$ cat config.mk
export PLATFORM = sky130hd
export DESIGN_NAME = dpfe_urem
export DESIGN_NICKNAME = d
export VERILOG_FILES = /design/src/rtl/dpfe_pkg.sv /design/src/rtl/dpfe_urem.sv
export SDC_FILE = /design/constraint.sdc
export NUM_CORES = 1
export LEC_CHECK = 0
export ABC_AREA = 1
export BUFFER_PORTS_ARGS = -buffer_cell sky130_fd_sc_hd__buf_4
export CAP_MARGIN = 20
export CORE_UTILIZATION = 40
export DETAILED_ROUTE_END_ITERATION = 10
export PLACE_DENSITY = 0.69
export RECOVER_POWER = 100
export SLEW_MARGIN = 10
export SYNTH_ARGS = -nofsm -noshare
export SYNTH_HDL_FRONTEND = slang
export SYNTH_SLANG_ARGS = --single-unit
$ cat constraint.sdc
create_clock -name aclk -period 2.9 [get_ports aclk]
set_clock_uncertainty 0.05 [all_clocks]
set_input_delay 0.29 -clock aclk [delete_from_list [all_inputs] [get_ports aclk]]
set_output_delay 0.29 -clock aclk [all_outputs]
set_load 0.02 [all_outputs]
$ cat src/rtl/dpfe_pkg.sv
// ----------------------------------------------------------------------------
// dpfe_pkg: shared types and constants for the demand paging fault engine
// Page table entry layout, state and protection codes, result status codes.
// ----------------------------------------------------------------------------
`timescale 1ns / 1ps

package dpfe_pkg;

    localparam int PAGES       = 256;
    localparam int FRAMES      = 64;
    localparam int PAGE_W      = $clog2(PAGES);
    localparam int FRAME_W     = $clog2(FRAMES);
    localparam int PAGE_CNT_W  = $clog2(PAGES + 1);
    localparam int FRAME_CNT_W = $clog2(FRAMES + 1);
    localparam int SEED_W      = 16;
    localparam int CFG_DATA_W  = 16;
    localparam int CFG_IDX_W   = 2;

    // free-frame scan looks at SCAN_LANES owner valid bits per cycle
    localparam int SCAN_LANES  = 8;
    localparam int LANE_W      = $clog2(SCAN_LANES);
    localparam int SCAN_GROUPS = FRAMES / SCAN_LANES;
    localparam int GROUP_W     = $clog2(SCAN_GROUPS);

    localparam logic [SEED_W-1:0] LFSR_MASK = 16'hB400;

    localparam logic [CFG_IDX_W-1:0] CFG_PAGES  = 2'd0;
    localparam logic [CFG_IDX_W-1:0] CFG_FRAMES = 2'd1;
    localparam logic [CFG_IDX_W-1:0] CFG_SEED   = 2'd2;

    typedef enum logic [1:0] {
        PG_NOT_ALLOC = 2'd0,
        PG_IN_RAM    = 2'd1,
        PG_IN_SWAP   = 2'd2
    } page_state_t;

    typedef enum logic [1:0] {
        PERM_NONE  = 2'd0,
        PERM_READ  = 2'd1,
        PERM_WRITE = 2'd2
    } prot_t;

    typedef enum logic [1:0] {
        ST_UPGRADE   = 2'd0,
        ST_ZERO_FILL = 2'd1,
        ST_SWAP_IN   = 2'd2,
        ST_ERROR     = 2'd3
    } status_t;

    typedef struct packed {
        page_state_t         state;
        page_state_t         prior;
        logic                dirty;
        prot_t               prot;
        logic [FRAME_W-1:0]  frame;
    } page_entry_t;

endpackage

$ cat src/rtl/dpfe_urem.sv
// ----------------------------------------------------------------------------
// dpfe_urem: iterative unsigned remainder
// Restoring division, one dividend bit per cycle; gives LFSR value mod count.
// ----------------------------------------------------------------------------
`timescale 1ns / 1ps

module dpfe_urem
    import dpfe_pkg::*;
(
    input  logic                   aclk,
    input  logic                   aresetn,
    input  logic                   start,
    input  logic [SEED_W-1:0]      dividend,
    input  logic [FRAME_CNT_W-1:0] divisor,
    output logic                   done,
    output logic [FRAME_W-1:0]     remainder
);

    localparam int CNT_W = $clog2(SEED_W);

    logic                   busy_reg;
    logic                   done_reg;
    logic [CNT_W-1:0]       cnt_reg;
    logic [SEED_W-1:0]      shift_reg;
    logic [FRAME_CNT_W-1:0] div_reg;
    logic [FRAME_CNT_W-1:0] rem_reg;
    logic [FRAME_CNT_W:0]   trial;
    logic [FRAME_CNT_W-1:0] rem_next;

    always_comb begin
        trial = {rem_reg, shift_reg[SEED_W-1]};
        if (trial >= {1'b0, div_reg}) begin
            rem_next = FRAME_CNT_W'(trial - {1'b0, div_reg});
        end else begin
            rem_next = trial[FRAME_CNT_W-1:0];
        end
    end

    always_ff @(posedge aclk) begin
        if (!aresetn) begin
            busy_reg  <= 1'b0;
            done_reg  <= 1'b0;
            cnt_reg   <= '0;
            shift_reg <= '0;
            div_reg   <= '0;
            rem_reg   <= '0;
        end else begin
            done_reg <= 1'b0;
            if (start) begin
                busy_reg  <= 1'b1;
                cnt_reg   <= '0;
                shift_reg <= dividend;
                div_reg   <= divisor;
                rem_reg   <= '0;
            end else if (busy_reg) begin
                rem_reg   <= rem_next;
                shift_reg <= {shift_reg[SEED_W-2:0], 1'b0};
                cnt_reg   <= cnt_reg + 1'b1;
                if (cnt_reg == CNT_W'(SEED_W - 1)) begin
                    busy_reg <= 1'b0;
                    done_reg <= 1'b1;
                end
            end
        end
    end

    assign done      = done_reg;
    assign remainder = rem_reg[FRAME_W-1:0];

endmodule

==> flow_summary.ini, run 1 <==
[layout]
seq_area_sq_um = 721
nFillCells = 515
layout.nets = 334
largest_register_ffs = 16
multi_input_area_sq_um = 926
area_delta_synth_final_pct = 13.2
drive_above_1_share_pct = 14.0
diodes = 0
final_core_utilization_pct = 47.2

[global_route]
first_global_vias = 1645
grt.overflow.total = 0
grt_pass1_wl_mm = 7.04
antenna_found_initial = 0
grt_max_degree = 23
track_usage_pct = 17.5

[worst_hold_path]
min_from = divisor[0]
whs_endpoint = div_reg[0]$_SDFFE_PN0P_
worstHoldPathCells = 3
hp-class = in -> reg

[power_and_ir_drop]
leakage_nw = 1.11
peakVddDrop_mv = 0.249
p_comb_share_pct = 20.1
p_int_uw = 874
clkPwrFrac_pct = 35.7
switching_power_uw = 341
pwr-share-seq_pct = 44.2
power_density_mw_per_mm2 = 541
switching_share_pct = 28.1

[logic_synthesis]
yosysMostFrequentCell = nand2_1
synth_area_sq_mm = 0.00198
yosys.area.top_type = dfxtp_1
synth_top_family_by_area = simple AND/OR/NAND/NOR gates
synth.distinct_cells = 35
synthCells = 273
ys_async_sr_fraction_pct = 0
ys_top_cells_by_count = nand2_1, inv_1, dfxtp_1
synth_compound_area_share_pct = 16.4
synth_fa_ha_area_share_pct = 6.06
yosys_warnings = 0
synth_edf_count = 0
muxShareOfSynthArea_pct = 0
synthSimpleGateAreaFrac_pct = 26.2
syn_avg_cell_area_sq_um = 7.26
netlist.area_leader.share_pct = 36.3
synth_xor_area_share_pct = 0.883
ys.flop_type = dfxtp_1
ys_top_cells_by_area = dfxtp_1, nand2_1, inv_1
ys_seq_area_share_pct = 36.3
synth_seq_cells = 36
syn-num-nets = 308

[critical_path]
ff2ff_setup_slack_ns = 0.64
crit_path_start_kind = flop
rr_worst_depth = 14
end_kind = flop
reg2reg_from = shift_reg[15]$_SDFFE_PN0P_
path_max_fanout = 10
critPathRequiredTime_ns = 3.04
worstReg2RegEnd = rem_reg[0]$_SDFFE_PP0P_
criticalPathCategory = reg -> reg
cp_data_arrival_time_ns = 2.40

[timing]
setup_viol = 0
timing.fmax_mhz = 443
hold_violations = 0
tns_ns = 0
post-route-min-period_ns = 2.26
grt_setup_unrepaired = no
slew_headroom_pct = 42.2
timing.final.crit_share_pct = 77.8
worst_pin_slew_ns = 0.867
maxSlewViolCount = 0

[cts]
ctsHoldBuffers = 0
ctsResizeCount = 0
cts_buffers = 5
cts_setup_buffers = 0
clock_sinks = 36
htreeDepth = 2
tritoncts = done
insertion_delay_ns = 0.29
clk_path_buf_depth = 2
cts_root_buf = clkbuf_8
path_clk_slew_ns = 0.07

[floorplanning]
die_y_um = 72.4
initial_core_util_pct = 41.7
row_count = 25
coreArea_sq_mm = 0.00475
die_area_sq_mm = 0.00524
die_w_um = 72.4
ios = 33

[drt]
drt_pre_antenna_iters = 4
routed_via_density = 4.72
drcViolationCount = 0
ant_nets = 0
wl_mm = 4.07
first_iter_violations = 69
num_vias = 1731
post_drt_wl_per_cell_um = 11.1

[run_status]
status = complete, no violations

[placed_design]
port_buffers = 32
post-dp-hpwl_mm = 2.94
place_congestion = 0.827

[job]
maxCapViolCount = 0
## cell families after synthesis
kind of cell / count (synthesis)
compound gates: 53
flops: 36
xor+xnor: 2
fa+ha+maj: 9
buf+inv: 65
simple gates: 108
## per-stage QoR
stage	cell area [sq um]	total power, mW	instances	hold slack (ns)	setup WS (ns)
floorplan	1980	0.757	273	0.375	1.14
global route	2250	1.29	367	0.200	0.421
global placement	2220	0.816	359	0.400	1.07
CTS	2330	1.26	367	0.169	0.964
detailed placement	2220	0.821	359	0.407	0.988
finish	2250	1.21	367	0.172	0.643
## how the worst max path moves through the flow
stage                               start                 endpoint  slack, ns  cells past startpoint
2_1_floorplan  shift_reg[15]$_SDFFE_PN0P_  rem_reg[0]$_SDFFE_PP0P_       1.14                     14
3_3_place_gp   shift_reg[15]$_SDFFE_PN0P_  rem_reg[0]$_SDFFE_PP0P_       1.07                     14
3_5_place_dp   shift_reg[15]$_SDFFE_PN0P_  rem_reg[1]$_SDFFE_PP0P_       0.99                     14
4_1_cts        shift_reg[15]$_SDFFE_PN0P_  rem_reg[0]$_SDFFE_PP0P_       0.96                     14
5_1_grt        shift_reg[15]$_SDFFE_PN0P_  rem_reg[0]$_SDFFE_PP0P_       0.42                     14
6_report       shift_reg[15]$_SDFFE_PN0P_  rem_reg[0]$_SDFFE_PP0P_       0.64                     14
## cells in the final DEF (no fill, tap or decap), types with 9 or more instances in the layout
cell      netlist  routed
a21oi_1        14      16
buf_4           8      24
clkbuf_1        0       9
dfxtp_1        36      36
inv_1          47      50
nand2_1        67      70
nor2_1         13      16
o21ai_0         7      12
## metal layers
layer / vias to the layer above / share of wire, % / track usage (%)
met1: 776 / 49 / 20.6
met3: 7 / 4.7 / 4.72
met5: - / 0 / 0
li1: 904 / - / -
met2: 44 / 45 / 29.8
met4: 0 / 1.7 / 7.19
## final cells by class
cell class | instances | area share (%)
multi-input cells | 172 | 41.2
clock inverters | 2 | 1.56
clock buffers | 6 | 3.23
flip-flops and latches | 36 | 32.1
well taps | 67 | 3.73
repair buffers | 32 | 9.36
inverters | 52 | 8.80
## worst max-delay path, cell delays in order (launching register included)
cell	delay [ns]
dfxtp_1	0.30
inv_1	0.09
ha_1	0.15
inv_1	0.06
fa_1	0.39
nand2_1	0.10
nand2_1	0.07
nand2_1	0.14
nand2_4	0.05
nand2_1	0.10
nand2_1	0.26
a21oi_1	0.23
o21ai_1	0.08
nand2_1	0.07
inv_1	0.04
## power groups by stage
stage	Sequential [mW]	Combinational [mW]	Clock, mW
final	0.537	0.244	0.434
after global routing	0.540	0.279	0.471
after CTS	0.538	0.275	0.447
after detailed placement	0.549	0.272	0
after global placement	0.549	0.267	0
after floorplan	0.541	0.216	0
(Power assumes the default switching activity.)
==> run 2, diff against run 1 <==
clock period = 2.2 ns   (was 2.9 ns; I/O delays follow)
==> run 2 against run 1 <==
Final cell count is 0.27% higher. First-iteration DRC count is 38% higher. Register-to-register slack worse by 0.42 ns. Largest cell class unchanged. Sequential power is 31% higher. Critical endpoint unchanged. Critical path depth stayed put. Power is 40% higher. Wire length is 1.9% higher. Sequential share of layout area is 0.80 points lower. Critical path type unchanged.
==> flow_summary.ini, run 2 (synthesis results as in run 1) <==
[critical_path]
slowest_delay_ns = 0.37
path_buf_inv = 3
critPathRequiredTime_ns = 2.34
criticalPathCategory = reg -> reg
cp_data_arrival_time_ns = 2.12
rr_worst_depth = 14
cp_common_cell = nand2_1
reg2reg_from = shift_reg[15]$_SDFFE_PN0P_
cp_cell_sequence = inv_1, ha_1, inv_1, fa_1, nand2_1, nand2_1, nand2_1, nand2_4, nand2_4, nand2_8, a21oi_1, o21ai_1, nand2_1, inv_1
end_kind = flop
worstReg2RegEnd = rem_reg[0]$_SDFFE_PP0P_
critical_path.top_delay_family = simple AND/OR/NAND/NOR gates
ff2ff_setup_slack_ns = 0.23
path_max_fanout = 10
cp_slowest_cell = fa_1
crit_path_start_kind = flop

[cts]
ctsResizeCount = 0
htreeDepth = 2
clk_path_buf_depth = 2
insertion_delay_ns = 0.29
cts_buffers = 5
clock_sinks = 36
tritoncts = done
ctsHoldBuffers = 0
cts_root_buf = clkbuf_8
cts_setup_buffers = 0
path_clk_slew_ns = 0.07

[drt]
ant_nets = 0
first_iter_violations = 95
routed_via_density = 4.71
drcViolationCount = 0
num_vias = 1733
post_drt_wl_per_cell_um = 11.3
drt_pre_antenna_iters = 4
wl_mm = 4.15

[timing]
worst_pin_slew_ns = 0.967
setup_viol = 0
timing.final.crit_share_pct = 89.7
slew_headroom_pct = 35.5
post-route-min-period_ns = 1.97
grt_setup_unrepaired = no
timing.fmax_mhz = 507
tns_ns = 0
maxSlewViolCount = 0
hold_violations = 0

[layout]
drive_above_1_share_pct = 16.6
diodes = 0
final_common_cell = nand2_1
layout.nets = 335
area_delta_synth_final_pct = 16.2
largest_register_ffs = 16
stdcell_count = 368
nFillCells = 517
layout_common_cells = nand2_1, inv_1, dfxtp_1, buf_4, a21oi_1

[placed_design]
placedCellCount = 360
place_congestion = 0.819
port_buffers = 32
post-dp-hpwl_mm = 3.02

[worst_hold_path]
whs_endpoint = div_reg[0]$_SDFFE_PN0P_
min_from = divisor[0]
hp-class = in -> reg
worstHoldPathCells = 3

[global_route]
grt_pass1_wl_mm = 7.00
grt_busiest_layer = met2
met2_usage_pct = 29.2
first_global_vias = 1589
grt_max_degree = 23
track_usage_pct = 17.3
globalRouteMet3Util_pct = 4.58
met1_usage_pct = 21.5
antenna_found_initial = 0
grt.overflow.total = 0

[floorplanning]
die_w_um = 72.4
ios = 33
row_count = 25
coreArea_sq_mm = 0.00475
die_y_um = 72.4
die_area_sq_mm = 0.00524
initial_core_util_pct = 41.7

[power_and_ir_drop]
leakage_nw = 1.14
peakVddDrop_mv = 0.414
power_mw = 1.70
power_density_mw_per_mm2 = 740

[run_status]
status = complete, no violations

[job]
maxCapViolCount = 0
## run 2: power breakdown
| group | internal (mW) | switching [mW] | total, mW |
|---|---|---|---|
| sequential | 0.686 | 0.0181 | 0.704 |
| clock | 0.400 | 0.247 | 0.647 |
| combinational | 0.141 | 0.212 | 0.353 |
## run 2: worst max path at each step
| stage | from | end | slack (ns) | cells past startpoint |
|---|---|---|---|---|
| CTS | shift_reg[15]$_SDFFE_PN0P_ | rem_reg[0]$_SDFFE_PP0P_ | 0.29 | 14 |
| global placement | shift_reg[15]$_SDFFE_PN0P_ | rem_reg[0]$_SDFFE_PP0P_ | 0.37 | 14 |
| detailed placement | shift_reg[15]$_SDFFE_PN0P_ | rem_reg[1]$_SDFFE_PP0P_ | 0.32 | 14 |
| global route | shift_reg[15]$_SDFFE_PN0P_ | rem_reg[0]$_SDFFE_PP0P_ | 0.07 | 14 |
| finish | shift_reg[15]$_SDFFE_PN0P_ | rem_reg[0]$_SDFFE_PP0P_ | 0.23 | 14 |
| floorplan | shift_reg[15]$_SDFFE_PN0P_ | rem_reg[0]$_SDFFE_PP0P_ | 0.44 | 14 |
## run 2: area by class of cell
| cell class | count | area (sq um) | area share (%) |
|---|---|---|---|
| clock inverter | 1 | 30.0 | 1.30 |
| clock buffer | 7 | 96.3 | 4.18 |
| sequential | 36 | 721 | 31.3 |
| multi-input combinational | 172 | 957 | 41.6 |
| tap | 67 | 83.8 | 3.64 |
| timing repair buffer | 33 | 218 | 9.45 |
| inverter | 52 | 198 | 8.58 |
## run 2: worst register-to-register path: stages (launching register included)
cell,delay [ns]
dfxtp_1,0.30
inv_1,0.08
ha_1,0.15
inv_1,0.06
fa_1,0.37
nand2_1,0.09
nand2_1,0.08
nand2_1,0.15
nand2_4,0.07
nand2_4,0.09
nand2_8,0.08
a21oi_1,0.13
o21ai_1,0.08
nand2_1,0.06
inv_1,0.03
## run 2: metrics by stage
stage,util (%),hold slack [ns],area [sq um],setup slack (ns)
2_1_floorplan,-,0.305,1980,0.440
3_3_place_gp,46.9,0.399,2230,0.374
3_5_place_dp,46.9,0.401,2230,0.315
4_1_cts,49.6,0.0952,2360,0.290
5_1_grt,48.4,0.136,2300,0.0704
6_report,48.4,0.108,2300,0.227
## run 2: layer usage
metal	wire length, um	part of all wire (%)	vias to the layer above
li1	-	-	905
met1	2010	48	788
met2	1920	46	34
met3	171	4.1	6
met4	50	1.2	0
met5	0	0	-
